$ cat src/hdl/deq_pkg.sv
// types, codes and helpers of the double-ended queue
`timescale 1ns / 1ps

package deq_pkg;

   localparam int DEPTH      = 16;
   localparam int DATA_WIDTH = 32;
   localparam int PTR_W      = (DEPTH > 1) ? $clog2(DEPTH) : 1;
   localparam int CNT_W      = $clog2(DEPTH + 1);
   localparam int ACTION_W   = 3;
   localparam int VALUE_W    = 32;
   localparam int READ_W     = 32;
   localparam int STATUS_W   = 2;
   localparam int OCC_W      = 5;

   typedef logic [DATA_WIDTH-1:0] data_type;
   typedef logic [PTR_W-1:0]      ptr_type;
   typedef logic [PTR_W:0]        sum_type;
   typedef logic [CNT_W-1:0]      cnt_type;
   typedef logic [ACTION_W-1:0]   action_type;
   typedef logic [VALUE_W-1:0]    value_type;
   typedef logic [READ_W-1:0]     read_type;
   typedef logic [STATUS_W-1:0]   status_type;
   typedef logic [OCC_W-1:0]      occ_type;

   localparam action_type ACT_PUSH_FRONT = 3'd0;
   localparam action_type ACT_PUSH_TAIL  = 3'd1;
   localparam action_type ACT_POP_FRONT  = 3'd2;
   localparam action_type ACT_POP_BACK   = 3'd3;
   localparam action_type ACT_PEEK_FRONT = 3'd4;
   localparam action_type ACT_PEEK_BACK  = 3'd5;

   localparam status_type ST_OK    = 2'd0;
   localparam status_type ST_EMPTY = 2'd1;
   localparam status_type ST_FULL  = 2'd2;

   localparam sum_type DEPTH_SUM   = sum_type'(DEPTH);
   localparam ptr_type LAST_PTR    = ptr_type'(DEPTH - 1);
   localparam cnt_type DEPTH_CNT   = cnt_type'(DEPTH);

   // entry memory access: write side and read side
   typedef struct packed {
      logic     wr_en;
      ptr_type  wr_addr;
      data_type wr_data;
      logic     rd_en;
      ptr_type  rd_addr;
   } ram_req_type;

   // sum of a ring position and an offset no larger than the depth, folded back into the ring
   function automatic ptr_type ring_wrap(input sum_type sum);
      ptr_type res;
      if (sum >= DEPTH_SUM) begin
         res = ptr_type'(sum - DEPTH_SUM);
      end else begin
         res = ptr_type'(sum);
      end
      return res;
   endfunction

endpackage

$ cat src/hdl/deq_req_if.sv
// request channel: operation and data word
`timescale 1ns / 1ps

interface deq_req_if;
   logic                  valid;
   logic                  ready;
   deq_pkg::action_type   action;
   deq_pkg::value_type    value;

   modport source (output valid, output action, output value, input ready);
   modport sink   (input valid, input action, input value, output ready);
endinterface

$ cat src/hdl/deq_rsp_if.sv
// response channel: peeked word, status and occupancy
`timescale 1ns / 1ps

interface deq_rsp_if;
   logic                  valid;
   logic                  ready;
   deq_pkg::read_type     read_value;
   deq_pkg::status_type   status;
   deq_pkg::occ_type      occupancy;

   modport source (output valid, output read_value, output status, output occupancy,
                   input ready);
   modport sink   (input valid, input read_value, input status, input occupancy,
                   output ready);
endinterface

$ cat src/hdl/double_ended_queue.sv
// Double-ended queue of 16 words held in a ring buffer in one synchronous memory.
// Takes one operation per cycle while responses are taken (push or pop at either end,
// peek at either end) and returns one response per operation: the peeked word (zero
// otherwise), a status (ok, empty on pop or peek, full on push) and the entry count
// afterwards. A rejected push or pop leaves the queue unchanged. The entry memory is
// read and the pending result registered at the request transfer edge; the response
// register takes both once its slot is free (empty or being taken). With the response
// side ready the block sustains one request every cycle. Head pointer and count live
// in registers and update in the cycle of the request transfer.
`timescale 1ns / 1ps

module double_ended_queue (
   input  logic        clock,
   input  logic        reset,
   deq_req_if.sink     req_ch,
   deq_rsp_if.source   rsp_ch
);

   deq_pkg::ptr_type     head_ff, head_in;
   deq_pkg::cnt_type     count_ff, count_in;
   logic                 pending_ff, pending_in;
   deq_pkg::status_type  pend_status_ff, pend_status_in;
   deq_pkg::cnt_type     pend_count_ff, pend_count_in;
   logic                 pend_peek_ff, pend_peek_in;
   logic                 rsp_valid_ff, rsp_valid_in;
   deq_pkg::read_type    rsp_read_ff, rsp_read_in;
   deq_pkg::status_type  rsp_status_ff, rsp_status_in;
   deq_pkg::occ_type     rsp_occ_ff, rsp_occ_in;

   logic                 req_transfer;
   logic                 pend_move;
   logic                 full;
   logic                 empty;
   deq_pkg::ptr_type     head_dec;
   deq_pkg::ptr_type     head_inc;
   deq_pkg::ptr_type     back_wr;
   deq_pkg::ptr_type     back_rd;
   deq_pkg::ram_req_type ram_req;
   deq_pkg::data_type    rd_data;

   deq_ram u_ram (
      .clock   (clock),
      .ram_req (ram_req),
      .rd_data (rd_data)
   );

   assign pend_move    = pending_ff && (!rsp_valid_ff || rsp_ch.ready);
   assign req_ch.ready = !pending_ff || pend_move;
   assign req_transfer = req_ch.valid && req_ch.ready;

   assign full  = (count_ff == deq_pkg::DEPTH_CNT);
   assign empty = (count_ff == '0);

   assign head_dec = (head_ff == '0) ? deq_pkg::LAST_PTR : head_ff - 1'b1;
   assign head_inc = deq_pkg::ring_wrap(deq_pkg::sum_type'(head_ff) + 1'b1);
   assign back_wr  = deq_pkg::ring_wrap(deq_pkg::sum_type'(head_ff)
                                        + deq_pkg::sum_type'(count_ff));
   assign back_rd  = deq_pkg::ring_wrap(deq_pkg::sum_type'(head_ff)
                                        + deq_pkg::sum_type'(count_ff - 1'b1));

   always_comb begin
      head_in        = head_ff;
      count_in       = count_ff;
      pend_status_in = pend_status_ff;
      pend_count_in  = pend_count_ff;
      pend_peek_in   = pend_peek_ff;
      ram_req.wr_en   = 1'b0;
      ram_req.wr_addr = back_wr;
      ram_req.wr_data = deq_pkg::data_type'(req_ch.value);
      ram_req.rd_en   = 1'b0;
      ram_req.rd_addr = head_ff;
      if (req_transfer) begin
         pend_status_in = deq_pkg::ST_OK;
         pend_peek_in   = 1'b0;
         unique case (req_ch.action)
            deq_pkg::ACT_PUSH_FRONT: begin
               if (full) begin
                  pend_status_in = deq_pkg::ST_FULL;
               end else begin
                  head_in         = head_dec;
                  count_in        = count_ff + 1'b1;
                  ram_req.wr_en   = 1'b1;
                  ram_req.wr_addr = head_dec;
               end
            end
            deq_pkg::ACT_PUSH_TAIL: begin
               if (full) begin
                  pend_status_in = deq_pkg::ST_FULL;
               end else begin
                  count_in        = count_ff + 1'b1;
                  ram_req.wr_en   = 1'b1;
                  ram_req.wr_addr = back_wr;
               end
            end
            deq_pkg::ACT_POP_FRONT: begin
               if (empty) begin
                  pend_status_in = deq_pkg::ST_EMPTY;
               end else begin
                  head_in  = head_inc;
                  count_in = count_ff - 1'b1;
               end
            end
            deq_pkg::ACT_POP_BACK: begin
               if (empty) begin
                  pend_status_in = deq_pkg::ST_EMPTY;
               end else begin
                  count_in = count_ff - 1'b1;
               end
            end
            deq_pkg::ACT_PEEK_FRONT: begin
               if (empty) begin
                  pend_status_in = deq_pkg::ST_EMPTY;
               end else begin
                  pend_peek_in    = 1'b1;
                  ram_req.rd_en   = 1'b1;
                  ram_req.rd_addr = head_ff;
               end
            end
            deq_pkg::ACT_PEEK_BACK: begin
               if (empty) begin
                  pend_status_in = deq_pkg::ST_EMPTY;
               end else begin
                  pend_peek_in    = 1'b1;
                  ram_req.rd_en   = 1'b1;
                  ram_req.rd_addr = back_rd;
               end
            end
            default: begin
            end
         endcase
         pend_count_in = count_in;
      end
   end

   always_comb begin
      pending_in    = pending_ff;
      rsp_valid_in  = rsp_valid_ff;
      rsp_read_in   = rsp_read_ff;
      rsp_status_in = rsp_status_ff;
      rsp_occ_in    = rsp_occ_ff;
      if (rsp_ch.ready) begin
         rsp_valid_in = 1'b0;
      end
      if (pend_move) begin
         pending_in    = 1'b0;
         rsp_valid_in  = 1'b1;
         rsp_read_in   = pend_peek_ff ? deq_pkg::read_type'(rd_data) : '0;
         rsp_status_in = pend_status_ff;
         rsp_occ_in    = deq_pkg::occ_type'(pend_count_ff);
      end
      if (req_transfer) begin
         pending_in = 1'b1;
      end
   end

   always_ff @(posedge clock) begin
      if (reset) begin
         head_ff      <= '0;
         count_ff     <= '0;
         pending_ff   <= 1'b0;
         rsp_valid_ff <= 1'b0;
      end else begin
         head_ff      <= head_in;
         count_ff     <= count_in;
         pending_ff   <= pending_in;
         rsp_valid_ff <= rsp_valid_in;
      end
   end

   always_ff @(posedge clock) begin
      pend_status_ff <= pend_status_in;
      pend_count_ff  <= pend_count_in;
      pend_peek_ff   <= pend_peek_in;
      rsp_read_ff    <= rsp_read_in;
      rsp_status_ff  <= rsp_status_in;
      rsp_occ_ff     <= rsp_occ_in;
   end

   assign rsp_ch.valid      = rsp_valid_ff;
   assign rsp_ch.read_value = rsp_read_ff;
   assign rsp_ch.status     = rsp_status_ff;
   assign rsp_ch.occupancy  = rsp_occ_ff;

endmodule

$ cat src/hdl/deq_ram.sv
// entry memory of the queue, one write and one registered read port
`timescale 1ns / 1ps

module deq_ram (
   input  logic                  clock,
   input  deq_pkg::ram_req_type  ram_req,
   output deq_pkg::data_type     rd_data
);

   deq_pkg::data_type mem [deq_pkg::DEPTH];
   deq_pkg::data_type rd_data_ff;

   always_ff @(posedge clock) begin
      if (ram_req.wr_en) begin
         mem[ram_req.wr_addr] <= ram_req.wr_data;
      end
   end

   // read data only changes on a read, so it holds while the result waits
   always_ff @(posedge clock) begin
      if (ram_req.rd_en) begin
         rd_data_ff <= mem[ram_req.rd_addr];
      end
   end

   assign rd_data = rd_data_ff;

endmodule

$ cat src/flat_wrapper.sv
// flat-port wrapper written by rule: the top's interface ports become plain ports
module double_ended_queue_flat 
  (clock, reset, req_ch_valid, req_ch_action, req_ch_value, req_ch_ready, rsp_ch_valid, rsp_ch_read_value, rsp_ch_status, rsp_ch_occupancy, rsp_ch_ready);
  deq_req_if req_ch_i ();
  deq_rsp_if rsp_ch_i ();
  input  logic clock;
  input  logic reset;
  input wire logic [$bits(req_ch_i.valid)-1:0] req_ch_valid;
  input wire logic [$bits(req_ch_i.action)-1:0] req_ch_action;
  input wire logic [$bits(req_ch_i.value)-1:0] req_ch_value;
  output wire logic [$bits(req_ch_i.ready)-1:0] req_ch_ready;
  output wire logic [$bits(rsp_ch_i.valid)-1:0] rsp_ch_valid;
  output wire logic [$bits(rsp_ch_i.read_value)-1:0] rsp_ch_read_value;
  output wire logic [$bits(rsp_ch_i.status)-1:0] rsp_ch_status;
  output wire logic [$bits(rsp_ch_i.occupancy)-1:0] rsp_ch_occupancy;
  input wire logic [$bits(rsp_ch_i.ready)-1:0] rsp_ch_ready;
  assign req_ch_i.valid = req_ch_valid;
  assign req_ch_i.action = req_ch_action;
  assign req_ch_i.value = req_ch_value;
  assign req_ch_ready = req_ch_i.ready;
  assign rsp_ch_valid = rsp_ch_i.valid;
  assign rsp_ch_read_value = rsp_ch_i.read_value;
  assign rsp_ch_status = rsp_ch_i.status;
  assign rsp_ch_occupancy = rsp_ch_i.occupancy;
  assign rsp_ch_i.ready = rsp_ch_ready;
  double_ended_queue u_core (.clock(clock), .reset(reset), .req_ch(req_ch_i), .rsp_ch(rsp_ch_i));
endmodule
$ cat config.mk
export PLATFORM = sky130hd
export DESIGN_NAME = double_ended_queue_flat
export DESIGN_NICKNAME = d
export VERILOG_FILES = /design/src/hdl/deq_pkg.sv /design/src/hdl/deq_req_if.sv /design/src/hdl/deq_rsp_if.sv /design/src/hdl/double_ended_queue.sv /design/src/hdl/deq_ram.sv /design/src/flat_wrapper.sv
export SDC_FILE = /design/constraint.sdc
export NUM_CORES = 1
export LEC_CHECK = 0
export ABC_AREA = 1
export CORE_MARGIN = 5
export CORE_UTILIZATION = 35
export DETAILED_ROUTE_END_ITERATION = 6
export DONT_BUFFER_PORTS = 1
export PLACE_DENSITY = 0.47
export SKIP_CTS_REPAIR_TIMING = 1
export SLEW_MARGIN = 20
export SYNTH_ARGS = -nofsm -noshare
export SYNTH_HDL_FRONTEND = slang
export SYNTH_SLANG_ARGS = --single-unit
export TNS_END_PERCENT = 100
$ cat constraint.sdc
create_clock -name clock -period 3.1 [get_ports clock]
set_input_delay 0.62 -clock clock [delete_from_list [all_inputs] [get_ports clock]]
set_output_delay 0.62 -clock clock [all_outputs]
set_load 0.05 [all_outputs]
Word level (Yosys, flattened, before mapping)

Memory sizes are Yosys's and may differ from the RTL's. A register that Yosys moved wholly into a read port is not among the register bits.
Index checks and enable logic that the tools add are counted.

Register bits: 58
Latch bits: 0
Bits in writable memories: 512
Memory bits (read-only): 0
Input bits: 39
Output and inout port bits: 41
Word-level logic and storage cells: 76
Memories: 1

Add/sub/neg operators: 9
Multipliers: 0
Divide/modulo/power cells: 0
Order comparisons: 3
Equal/unequal tests: 8
Shift-type cells: 0
Mux-type cells: 28
Bitwise operators: 0
Reduce and logical (&&, ||, !) cells: 17

Memory list:

| name             | words | bits a word | read ports | clocked after Yosys merged registers in | write ports | RTL line      | source |
|---|---|---|---|---|---|---|---|
| u_core.u_ram.mem | 16    | 32          | 1          | 1                                       | 1           | deq_ram.sv:10 | `deq_pkg::data_type mem [deq_pkg::DEPTH];` |

Operators by type and width:

| cell                                                                | count |
|---|---|
| 5-bit 2-to-1 mux                                                    | 8 |
| 5-bit one-hot mux with 2 select lines                               | 3 |
| 4-bit 2-to-1 mux                                                    | 6 |
| 4-bit by 1-bit subtractor with 4-bit output (second input constant) | 4 |
| 5-bit greater-or-equal comparator (second input constant)           | 3 |
| 4-bit by 5-bit adder with 5-bit output                              | 2 |
| 1-bit 2-to-1 mux                                                    | 8 |
| 4-bit one-hot mux with 2 select lines                               | 1 |
| 3-bit by 2-bit == test with 1-bit output (second input constant)    | 2 |
| 3-bit == test (second input constant)                               | 2 |
| 2-bit nonzero test                                                  | 3 |
| 2-bit OR reduction                                                  | 3 |
| 4-bit by 1-bit adder with 5-bit output (second input constant)      | 1 |
| 5-bit by 1-bit adder with 5-bit output (second input constant)      | 1 |
| 5-bit == test (second input constant)                               | 1 |
| 5-bit logical NOT                                                   | 1 |
| 5-bit by 1-bit subtractor with 5-bit output (second input constant) | 1 |
| 4-bit logical NOT                                                   | 1 |
| 2-bit inequality test (second input constant)                       | 2 |
| 2-bit one-hot mux with 2 select lines                               | 1 |
| 4-bit AND reduction                                                 | 1 |
| 4-bit OR reduction                                                  | 1 |
| 3-bit by 1-bit == test with 1-bit output (second input constant)    | 1 |
| 3-bit logical NOT                                                   | 1 |
| other kinds (4)                                                     | 7 |

Depth between registers and ports, before layout

Depth in word-level cells: 8
Depth in mapped cells: 15
Mapped depth without buffers: 14

Modules after synthesis

From an unflattened synthesis, not the netlist that was laid out.

Cells, all modules: 2437
Area, all modules: 26048.7 µm²

Modules (own cells, without submodules):

| module             | times used | cells each | area each (µm²) | seq. area each (µm²) |
|---|---|---|---|---|
| deq_ram            | 1          | 2120       | 23050.9         | 16335.7 |
| double_ended_queue | 1          | 317        | 2997.9          | 1631.6 |

Worst setup path before layout

No wires, ideal clock.

Kind: reg2reg
From: reg u_core.rsp_valid_ff (netlist: u_core.rsp_ch.valid)
To: mem u_core.u_ram.mem[14][0] (netlist name) (enable)
Library setup time: 0.421 ns
Arrival: 3.440 ns
Data required time: 2.679 ns
Setup slack: -0.761 ns
Stages on the path, launching flop included: 11
Path buffers: 0
Clock period less this slack: 3.861 ns
Cells stage by stage: dfxtp_1 -> nand3_2 -> nand2_2 -> nor2_1 -> nand2_1 -> inv_1 -> nand2_1 -> o21ai_0 -> nor3_1 -> nand2_1 -> nor2_1

Cells in the longest elaborated chain, start to end: 8

Ends and longest elaborated chain:

| element                                | RTL line                  | source |
|---|---|---|
| from (decl)                            | double_ended_queue.sv:25  | `logic rsp_valid_ff, rsp_valid_in;` |
| from (signal assigned)                 | double_ended_queue.sv:166 | `rsp_valid_ff <= rsp_valid_in;` |
| 1-bit logical NOT *                    | double_ended_queue.sv:47  | `assign pend_move = pending_ff && (!rsp_valid_ff \|\| rsp_ch.ready);` |
| 1-bit logical OR *                     | double_ended_queue.sv:47  |  |
| 1-bit logical AND *                    | double_ended_queue.sv:47  |  |
| 1-bit logical OR *                     | double_ended_queue.sv:48  | `assign req_ch.ready = !pending_ff \|\| pend_move;` |
| named net req_ch_ready                 | flat_wrapper.sv:11        | `output wire logic [$bits(req_ch_i.ready)-1:0] req_ch_ready;` |
| 1-bit logical AND *                    | double_ended_queue.sv:49  | `assign req_transfer = req_ch.valid && req_ch.ready;` |
| 5-bit 2-to-1 mux *                     | double_ended_queue.sv:72  | `if (req_transfer) begin` |
| 1-bit 2-to-1 mux                       | deq_ram.sv:14             | `if (ram_req.wr_en) begin` |
| 1-bit 2-to-1 mux (implied by the code) | deq_ram.sv:15             | `mem[ram_req.wr_addr] <= ram_req.wr_data;` |
| to (decl)                              | deq_ram.sv:10             |  |

The timed path passes the listed nets; every way through them passes the cells marked *.

Final worst setup path

From: reg u_core.count_ff[2]
To: mem u_core.u_ram.mem[9][19] (netlist name) (enable)

Cells in the longest elaborated chain, start to end: 6
Elaborated cells on any way between the ends: 11
Those cells by class: add/sub (2); order compare (1); eq/ne (1); mux (7)

Ends and longest elaborated chain:

| element                                                                   | RTL line                                                                     | source |
|---|---|---|
| from (decl)                                                               | double_ended_queue.sv:20                                                     | `deq_pkg::cnt_type count_ff, count_in;` |
| from (signal assigned)                                                    | double_ended_queue.sv:164                                                    | `count_ff <= count_in;` |
| 4-bit by 5-bit adder with 5-bit output or 5-bit == test (tied branches)   | double_ended_queue.sv:57, double_ended_queue.sv:51                           |  |
| 4-bit by 1-bit subtractor with 4-bit output, or another cell as far along | deq_pkg.sv:54                                                                | `res = ptr_type'(sum - DEPTH_SUM);` |
| 4-bit 2-to-1 mux or 5-bit one-hot mux with 2 select lines (tied branches) | deq_pkg.sv:53, double_ended_queue.sv:75                                      |  |
| 5-bit 2-to-1 mux, on equally long branches                                | double_ended_queue.sv:87, double_ended_queue.sv:72, double_ended_queue.sv:77 |  |
| 5-bit one-hot mux with 2 select lines or 1-bit 2-to-1 mux (tied branches) | double_ended_queue.sv:75, deq_ram.sv:14                                      |  |
| 5-bit 2-to-1 mux *                                                        | double_ended_queue.sv:72                                                     |  |

Every way passes the cells marked *; elsewhere a longest branch is shown, timed or not.

==> results.py <==
metrics = {
    "yosys": {
        "synth.area.mux_share_pct": 0.0425,
        "postSynthRegisterBits": 602,
        "synth-compound-area-share_pct": 0.893,
        "synth-edff-count": 591,
        "synth.lib_cells_used.distinct": 34,
        "synthesis.area_um2": 26500,
        "synth_simple_gate_area_share_pct": 19.1,
        "synth_async_sr_flop_share_pct": 0,
        "syn_inst": 2498,
        "syn-num-nets": 2550,
        "post_synth.cell_area_avg_um2": 10.6,
        "synth-adder-area-share_pct": 0.671,
        "ys_seq_area_share_pct": 67.8,
        "synth_xor_xnor_area_share_pct": 0.397,
        "combinational_family_with_the_most_area_after_synthesis": "simple AND/OR/NAND/NOR gates",
        "dominantRegCellSynth": "edfxtp_1",
        "synth-warning-count": 0,
    },
    "layout": {
        "n_antenna_cell": 0,
        "design_area_final_um2": 30400,
        "stdcell_count": 3544,
        "fillers": 7056,
        "drive_above_1_share_pct": 7.92,
        "ff_latch_area_um2": 18000,
        "most_common_library_cell_in_the_layout_ignoring_fill_and_taps": "nand3_1",
        "nNetsFinal": 2574,
        "synthToLayoutAreaGrowth_pct": 14.6,
        "area_of_combinational_cells_with_multiple_inputs_um2": 5820,
        "postLayoutCoreUtil_pct": 40.6,
        "most-common-layout-cells": "nand3_1, edfxtp_1, inv_1, nand2_1, clkbuf_16",
    },
    "pwr": {
        "static-leakage-power_nw": 12.7,
        "vdd.ir_drop.worst_mv": 0.329,
        "power.density_cell_area_nw_per_um2": 608,
    },
    "routing": {
        "routed_via_density": 4.85,
        "wl_um": 72500,
        "drcViolationCount": 0,
        "routed-via-count": 17200,
        "drt_first_pass_iters": 5,
        "detailedRoute.firstIterationViolations": 1359,
        "detail-route-antenna-nets": 0,
        "wire_per_inst_um": 20.5,
    },
    "critical_path": {
        "crit_required_ns": 3.35,
        "worst_path_most_repeated_cell": "nand2_1",
        "worstSetupEndpointType": "flop",
        "worstRegToRegCells": 9,
        "r2r_setup_slack_ns": 0.20,
        "critical_path.reg2reg.endpoint": "u_core.u_ram.mem[9][19]$_DFFE_PP_",
        "timing.critical_path.cells": "ha_1, a21oi_1, nand2_1, o21ai_0, nand2_1, inv_1, nand2_1, nor2_4, buf_4",
        "cp_max_fo": 20,
        "cp_launch_type": "flop",
        "crit_path_top_delay_cell": "dfxtp_1",
        "timing.critical_path.arrival_ns": 3.15,
        "path_class": "flop to flop",
        "r2r_start": "u_core.count_ff[2]$_SDFFE_PP0P_",
        "worst_path_largest_cell_delay_ns": 0.64,
    },
    "global_routing": {
        "grt_pass1_wl_um": 110000,
        "gr_usage_total_pct": 17.6,
        "antenna_found_initial": 0,
        "maximum_number_of_pins_on_one_net_before_global_route_repair": 65,
        "gr-total-overflow": 0,
        "grt_pass1_vias": 16900,
    },
    "timing": {
        "maxSlewViolCount": 0,
        "setup_viol_count_final": 0,
        "finClkSkew_ns": 0.0151,
        "finalHoldViolCount": 0,
        "hold_slack_ns": 0.0936,
        "grt_setup_unrepaired": "no",
        "least_margin_pin_slew_ns": 0.951,
        "relative_slew_slack_pct": 36.4,
        "final_worst_path_period_need_ns": 2.90,
        "final_min_period_over_clock_period_pct": 93.7,
        "timing_limited_maximum_frequency_mhz": 344,
    },
    "floorplanning": {
        "die_height_um": 285,
        "start_util_pct": 35.5,
        "placeableCoreArea_um2": 74700,
        "boundaryPins": 80,
        "fp-row-count": 100,
        "dieArea_um2": 81300,
        "floorplan.die.width_um": 285,
    },
    "place": {
        "place.gp.congestion": 0.806,
        "dp_cells": 3420,
        "place_hpwl_um": 40300,
        "port_buffers": 0,
        "placed_cell_area_um2": 28300,
    },
    "clock_tree": {
        "clock_insertion_delay_at_the_later_pin_of_the_skew_report_ns": 0.60,
        "maximum_root_to_sink_buffer_count": 3,
        "cts_buffers": 69,
        "cts_root_buf": "clkbuf_16",
        "clkSlewWorstSetupHoldPaths_ns": 0.06,
        "clock_tree.htree_level_count": 3,
        "tritoncts": "done",
        "clock-sinks": 602,
    },
    "outcome": {
        "run_status": "finished, final reports clean",
    },
    "min_path": {
        "hold_path_startpoint": "reset",
        "min_delay_worst_endpoint": "u_core.rsp_ch.valid$_SDFFE_PP0P_",
        "timing.hold.worst_path_depth": 1,
        "hold_path_class": "primary input to flop",
    },
    "flow_run": {
        "drv_cap": 0,
    },
}
## sequential cells by signal (all words and copies together) (netlist names), 2 cells and up
register,flops
u_core.count_ff,5
u_core.head_ff,4
u_core.pend_count_ff,5
u_core.pend_status_ff,2
u_core.rsp_ch.occupancy,5
u_core.rsp_ch.read_value,32
u_core.rsp_ch.status,2
u_core.u_ram.mem,512
u_core.u_ram.rd_data,32
## layer usage
layer	global-route usage, %	up-vias	share of wire, %
met5	0	-	0
met4	4.66	0	2.0
met3	2.71	104	4.8
met2	28.7	417	47
met1	24.8	8432	47
li1	-	8220	-
## synth_stat cells, types with 5 or more instances
master	n	area [µm²]
buf_2	58	290
edfxtp_1	591	17700
ha_1	11	138
nor2_1	29	109
o21ai_0	19	95.1
a21oi_1	15	75.1
inv_2	5	18.8
xor2_1	7	61.3
dfxtp_1	11	220
buf_1	6	22.5
inv_1	578	2170
buf_6	17	191
nand2_1	451	1690
clkbuf_1	28	105
buf_4	16	120
nand3_1	624	3120
xnor2_1	5	43.8
## worst max path at each step
| stage | from | endpoint | slack (ns) |
|---|---|---|---|
| floorplan | u_core.rsp_ch.valid$_SDFFE_PP0P_ | u_core.u_ram.mem[10][0]$_DFFE_PP_ | -0.29 |
| global placement | rsp_ch_ready | u_core.u_ram.rd_data[5]$_DFFE_PP_ | 0.18 |
| detailed placement | rsp_ch_ready | u_core.u_ram.rd_data[5]$_DFFE_PP_ | 0.13 |
| CTS | u_core.count_ff[0]$_SDFFE_PP0P_ | u_core.u_ram.rd_data[21]$_DFFE_PP_ | 0.18 |
| global route | u_core.count_ff[0]$_SDFFE_PP0P_ | u_core.u_ram.rd_data[24]$_DFFE_PP_ | 0.02 |
| finish | u_core.count_ff[2]$_SDFFE_PP0P_ | u_core.u_ram.mem[9][19]$_DFFE_PP_ | 0.20 |
## critical path, delay by kind of cell, from the launching register on
family	cells	cell delay, ns
buffers and inverters	2	0.50
AO/OA/AOI/OAI	2	0.37
flip-flops	1	0.64
AND/OR/NAND/NOR	4	0.66
adder cells (fa/ha/maj)	1	0.36
## cell families after synthesis
kind of cell / count (synthesis)
XOR/XNOR: 12
buffers and inverters: 708
multiplexers: 1
AO/OA/AOI/OAI: 43
flip-flops: 602
AND/OR/NAND/NOR: 1119
adder cells (fa/ha/maj): 13
## power breakdown
part	switching (mW)	internal [mW]	leakage, nW
Combinational	1.05	0.458	6.26
Clock	3.26	4.45	1.02
Sequential	0.146	9.11	5.44
## final cells by class
cell class / count / share of cell area [%]
Sequential cell: 602 / 59.2
Timing Repair Buffer: 78 / 3.51
Multi-Input combinational cell: 1188 / 19.2
Clock inverter: 37 / 0.857
Clock buffer: 87 / 6.05
Tap cell: 969 / 3.99
Inverter: 583 / 7.21
## through the flow
step                power (mW)  TNS, ns  setup WS (ns)
floorplan                 10.4  -137.49         -0.286
global placement          10.9        0          0.179
detailed placement        10.9        0          0.129
CTS                       18.7        0          0.175
global route              19.2        0         0.0217
finish                    18.5        0          0.197
Note: power is estimated with default switching activity, not from simulation.
